===== config.mk =====
export PLATFORM = sky130hd
export DESIGN_NAME = adw_root
export DESIGN_NICKNAME = d
export VERILOG_FILES = /design/src/hdl/adw_pkg.sv /design/src/hdl/adw_root.sv
export SDC_FILE = /design/constraint.sdc
export NUM_CORES = 2
export LEC_CHECK = 0
export BUFFER_PORTS_ARGS = -buffer_cell sky130_fd_sc_hd__buf_2
export CAP_MARGIN = 5
export CORE_MARGIN = 2
export CORE_UTILIZATION = 25
export CTS_BUF_LIST = sky130_fd_sc_hd__clkbuf_16
export CTS_CLUSTER_SIZE = 12
export DETAILED_ROUTE_END_ITERATION = 16
export GPL_ROUTABILITY_DRIVEN = 1
export PLACE_DENSITY = 0.43
export SYNTH_ARGS = -nofsm -noshare
export SYNTH_HDL_FRONTEND = slang
export SYNTH_MEMORY_MAX_BITS = 65536
export SYNTH_SLANG_ARGS = --single-unit

===== constraint.sdc =====
create_clock -name clk_i -period 10.7 [get_ports clk_i]
set_input_delay 2.14 -clock clk_i [delete_from_list [all_inputs] [get_ports clk_i]]
set_output_delay 2.14 -clock clk_i [all_outputs]
set_load 0.05 [all_outputs]

===== src/hdl/adw_pkg.sv =====
// Shared types and constants for the Adam weight update pipeline.
package adw_pkg;

  localparam int unsigned IdxW      = 12;
  localparam int unsigned DataW     = 32;
  localparam int unsigned Depth     = 4096;
  localparam int unsigned AddrW     = $clog2(Depth);
  localparam int unsigned BiasSteps = 32;
  localparam int unsigned RootSteps = 28;
  localparam int unsigned QuotSteps = 56;
  localparam int unsigned CfgW      = 24;

  localparam logic [23:0] LrReset  = 24'd16777;
  localparam logic [15:0] B1Reset  = 16'd58982;
  localparam logic [15:0] B2Reset  = 16'd65470;
  localparam logic [15:0] EpsReset = 16'd1;

  typedef enum logic [1:0] {
    CFG_LR  = 2'd0,
    CFG_B1  = 2'd1,
    CFG_B2  = 2'd2,
    CFG_EPS = 2'd3
  } cfg_index_e;

  typedef struct packed {
    logic [IdxW-1:0]         param_index;
    logic signed [DataW-1:0] gradient;
    logic signed [DataW-1:0] weight_in;
    logic                    new_step;
  } in_word_t;

  typedef struct packed {
    logic [IdxW-1:0]         index_out;
    logic signed [DataW-1:0] weight_out;
    logic                    saturated;
  } out_word_t;

  typedef struct packed {
    logic [IdxW-1:0]         idx;
    logic signed [DataW-1:0] w;
  } tag_t;

  typedef struct packed {
    tag_t                    tag;
    logic signed [DataW-1:0] g;
    logic [31:0]             p1;
    logic [31:0]             p2;
    logic                    corr;
  } mom_in_t;

  typedef struct packed {
    tag_t                    tag;
    logic                    corr;
    logic [31:0]             p1;
    logic [31:0]             p2;
    logic signed [31:0]      m;
    logic [31:0]             v;
  } mom_out_t;

  typedef struct packed {
    tag_t        tag;
    logic        corr;
    logic        neg;
    logic [31:0] mmag;
    logic [31:0] v;
    logic [32:0] c1;
    logic [32:0] c2;
    logic [31:0] rm;
    logic [31:0] qm;
    logic [31:0] rv;
    logic [31:0] qv;
    logic        ovm;
    logic        ovv;
  } bias_st_t;

  typedef struct packed {
    tag_t        tag;
    logic        neg;
    logic [31:0] mq;
    logic [31:0] x;
    logic [29:0] rem;
    logic [27:0] root;
  } root_st_t;

  typedef struct packed {
    tag_t        tag;
    logic        neg;
    logic [31:0] d;
    logic [28:0] den;
    logic [28:0] r;
    logic [55:0] q;
  } quot_st_t;

endpackage


===== src/hdl/adw_root.sv =====
// Saturation of the corrected moments and bit-serial square root.
module adw_root import adw_pkg::*; (
  input  logic     clk_i,
  input  logic     rst_ni,
  input  logic     adv_i,
  input  logic     valid_i,
  input  bias_st_t in_i,
  output logic     valid_o,
  output root_st_t out_o
);

  root_st_t           st_q [RootSteps+1];
  logic [RootSteps:0] vld_q;
  root_st_t           ld;
  logic [31:0]        mq, vq;

  always_comb begin
    if (in_i.corr) begin
      if (in_i.ovm) begin
        mq = in_i.neg ? 32'h8000_0000 : 32'h7FFF_FFFF;
      end else if (in_i.neg) begin
        mq = (in_i.qm > 32'h8000_0000) ? 32'h8000_0000 : in_i.qm;
      end else begin
        mq = (in_i.qm > 32'h7FFF_FFFF) ? 32'h7FFF_FFFF : in_i.qm;
      end
      vq = in_i.ovv ? 32'hFFFF_FFFF : in_i.qv;
    end else begin
      mq = in_i.mmag;
      vq = in_i.v;
    end
    ld.tag  = in_i.tag;
    ld.neg  = in_i.neg;
    ld.mq   = mq;
    ld.x    = vq;
    ld.rem  = '0;
    ld.root = '0;
  end

  always_ff @(posedge clk_i or negedge rst_ni) begin
    if (!rst_ni) begin
      vld_q <= '0;
    end else if (adv_i) begin
      vld_q <= {vld_q[RootSteps-1:0], valid_i};
    end
  end

  always_ff @(posedge clk_i) begin
    if (adv_i) begin
      st_q[0] <= ld;
    end
  end

  // radicand is vhat scaled by 2^24: pairs from vhat, then zero pairs
  for (genvar k = 0; k < RootSteps; k++) begin : gen_step
    root_st_t    nxt;
    logic [31:0] rs, trial;
    logic        ge;

    always_comb begin
      rs       = {st_q[k].rem, st_q[k].x[31:30]};
      trial    = {2'b00, st_q[k].root, 2'b01};
      ge       = rs >= trial;
      nxt      = st_q[k];
      nxt.rem  = ge ? 30'(rs - trial) : rs[29:0];
      nxt.root = {st_q[k].root[26:0], ge};
      nxt.x    = {st_q[k].x[29:0], 2'b00};
    end

    always_ff @(posedge clk_i) begin
      if (adv_i) begin
        st_q[k+1] <= nxt;
      end
    end
  end

  assign valid_o = vld_q[RootSteps];
  assign out_o   = st_q[RootSteps];

endmodule


==> metrics <==
routed len/inst=13.9 um; clock skew=110 ps; pwr/cell area=215 nW/um2; worst min path class=reg2reg; area delta synth->final=17.1%; Avg Inst Size Synth=16.4 um2; DR vias/cell=4.03; layout cells sized above 1=0.114; # DRC=0; Iter 0 DRT Violations=4153; Die Y=764 um; setup TNS=0 ps; LEAKAGE=60.6 nW; hold_buf cts=0; Critical-path top delay cell=clkinv_1; commonest non-fill, non-tap cell in the layout=edfxtp_1; Register Area=112000 um2; Primary FF master, synth=edfxtp_1; Cells on Worst Hold Path=0; CP startpoint kind=flip-flop; RePlAce Congestion=0.854; R2R depth=13; Slew Viols, Final=0; Starting Density=0.250; largest area contributor in the netlist=edfxtp_1; Worst-Skew Late Latency=1000 ps; Bufs and invs on worst path=2; Vias=70300; post-synth top area share=0.770; GRT overflow=0; CTS Buffer Depth=4; final hold violations=0; multi-input logic area=29800 um2; Worst IR Drop VDD=0.000138 V; minimum clock period=4700 ps; row count=279; Synth cell types=86; CP top delay family=simple AND/OR/NAND/NOR gates; H-tree Lvls=5; slowest cell delay on critical path=820 ps; internal reg-to-reg setup slack=6000 ps; stages on the worst setup path=13; cell count after synthesis=8821; worst r2r src=st_q[20][28]$_SDFFCE_PP0P_; slew margin rel.=0.199; most frequent cells in the layout=edfxtp_1, inv_1, nand2_1, nor2_1, clkbuf_16; register area share after synthesis=0.775; initial antenna violation count=9; Max Clk Rate=0.213 GHz; unrepaired setup endpoints after global routing=false; crit-path cells=ha_1 -> inv_1 -> fa_1 -> nor2b_1 -> o31a_1 -> o32ai_1 -> o31ai_1 -> nand4_1 -> and2_1 -> clkinv_1 -> and2_1 -> nand4_1 -> xnor2_1; Port Buf Inserts=315; Clock Root Buffer=clkbuf_16; Setup CP Type=reg2reg; IO Count=478; Final HPWL DP=156000 um; Num Clock Sinks=3726; drt first pass iters=6; Worst Setup SP=st_q[20][28]$_SDFFCE_PP0P_; Tightest Pin Transition=1190 ps; fraction of registers with async set/reset=0.00778; largest net degree at the start of global routing=193; FF+latch count, synth=3726; first-pass GRT wire length=389000 um; number of synthesis warnings=0; worst path arrival time=5450 ps; CTS tree=yes; CTS buffer count=425; min-delay src=st_q[16][165]$_DFFE_PP_; largest cells by area after synthesis=edfxtp_1, ha_1, xor2_1; RR Endpoint=st_q[21][56]$_DFFE_PP_; Setup Fix Bufs, Post-CTS=0; WL final=243000 um; crit path to=st_q[21][56]$_DFFE_PP_; clock slew at reported path FFs=60 ps; post_cts resized=0; Die W=764 um; full die area=583000 um2; Setup crit end kind=flip-flop; ANT nets after route=0; outcome=completed; Tot Pwr=36.3 mW; Total GRT Usage=0.0803; fillers=56800; vias in the first global route=73000; maxcap violations=0; Final Cycle Share=0.439; final layout net count=10200; crit-path max FO=24; Final setup viols=0; EDFF count, synth=3697; core area=576000 um2; Worst Path Required=11450 ps; Synth Cell Area=144000 um2
## cell families after synthesis
family,share of synthesized area
buf+inv,0.0203
compound gates,0.0611
other cells,0.0000260
simple gates,0.0600
flops,0.775
xor+xnor,0.0369
mux,0.00955
fa+ha+maj,0.0376
## cells in the mapped netlist, types with 30 or more instances
| cell type | instances |
|---|---|
| clkbuf_1 | 113 |
| o22a_1 | 33 |
| nand3_1 | 108 |
| o31ai_1 | 48 |
| ha_1 | 414 |
| edfxtp_1 | 3697 |
| nor3_1 | 159 |
| buf_4 | 34 |
| a211oi_1 | 31 |
| nand2b_1 | 88 |
| nor4_1 | 95 |
| inv_1 | 581 |
| or2_2 | 31 |
| and3_1 | 30 |
| a21o_1 | 152 |
| o21ai_0 | 359 |
| a21oi_1 | 404 |
| o21bai_1 | 39 |
| xor2_1 | 330 |
| nand2_1 | 492 |
| xnor2_1 | 278 |
| o21a_1 | 84 |
| nor2_1 | 474 |
| nand4_1 | 50 |
| mux2_2 | 109 |
| or3_1 | 61 |
| or4_1 | 40 |
| nor2b_1 | 58 |
| o22ai_1 | 36 |
## worst min path at each step
stage,endpoint,slack (ps)
after floorplan,st_q[10][100]$_DFFE_PP_,400
after global placement,st_q[18][138]$_DFFE_PP_,400
after detailed placement,st_q[10][112]$_DFFE_PP_,400
after CTS,st_q[13][94]$_DFFE_PP_,340
after global routing,st_q[11][122]$_DFFE_PP_,330
final,st_q[17][165]$_DFFE_PP_,360
## registers in the layout (all words and copies together), names as in the netlist
| signal | flops |
|---|---|
| vld_q | 29 |
| st_q | 3697 |
## power breakdown
part	switching [mW]	leakage [nW]	total, mW	internal, mW
registers	0.625	36.0	18.4	17.7
logic	2.55	17.8	4.21	1.66
clock network	5.86	6.89	13.7	7.84
total	9.03	60.6	36.3	27.2
## cell type report
class                      count  share of cell area
sequential                  3726               0.662
multi-input combinational   4382               0.176
clock buffer                 426              0.0631
tap                         7587              0.0562
clock inverter               331              0.0159
timing repair buffer         387              0.0136
inverter                     584              0.0130
antenna                        2           0.0000296
## through the flow
| step | std cells | setup slack [ps] | util | instance area (um2) | hold slack (ps) |
|---|---|---|---|---|---|
| 2_1_floorplan | 8853 | 7150 | - | 144000 | 400 |
| 3_3_place_gp | 16700 | 5690 | 0.270 | 156000 | 400 |
| 3_5_place_dp | 16700 | 5580 | 0.270 | 156000 | 405 |
| 4_1_cts | 17400 | 5950 | 0.293 | 169000 | 338 |
| 5_1_grt | 17400 | 5810 | 0.293 | 169000 | 333 |
| 6_report | 17400 | 6000 | 0.293 | 169000 | 360 |
## per-layer routing
layer	GRT usage	part of all wire	up-vias
li1	-	-	34600
met1	0.0919	0.41	33700
met2	0.143	0.50	1258
met3	0.0181	0.047	627
met4	0.0348	0.042	0
met5	0	0	-
No activity file was read; power rests on OpenSTA's default activity.
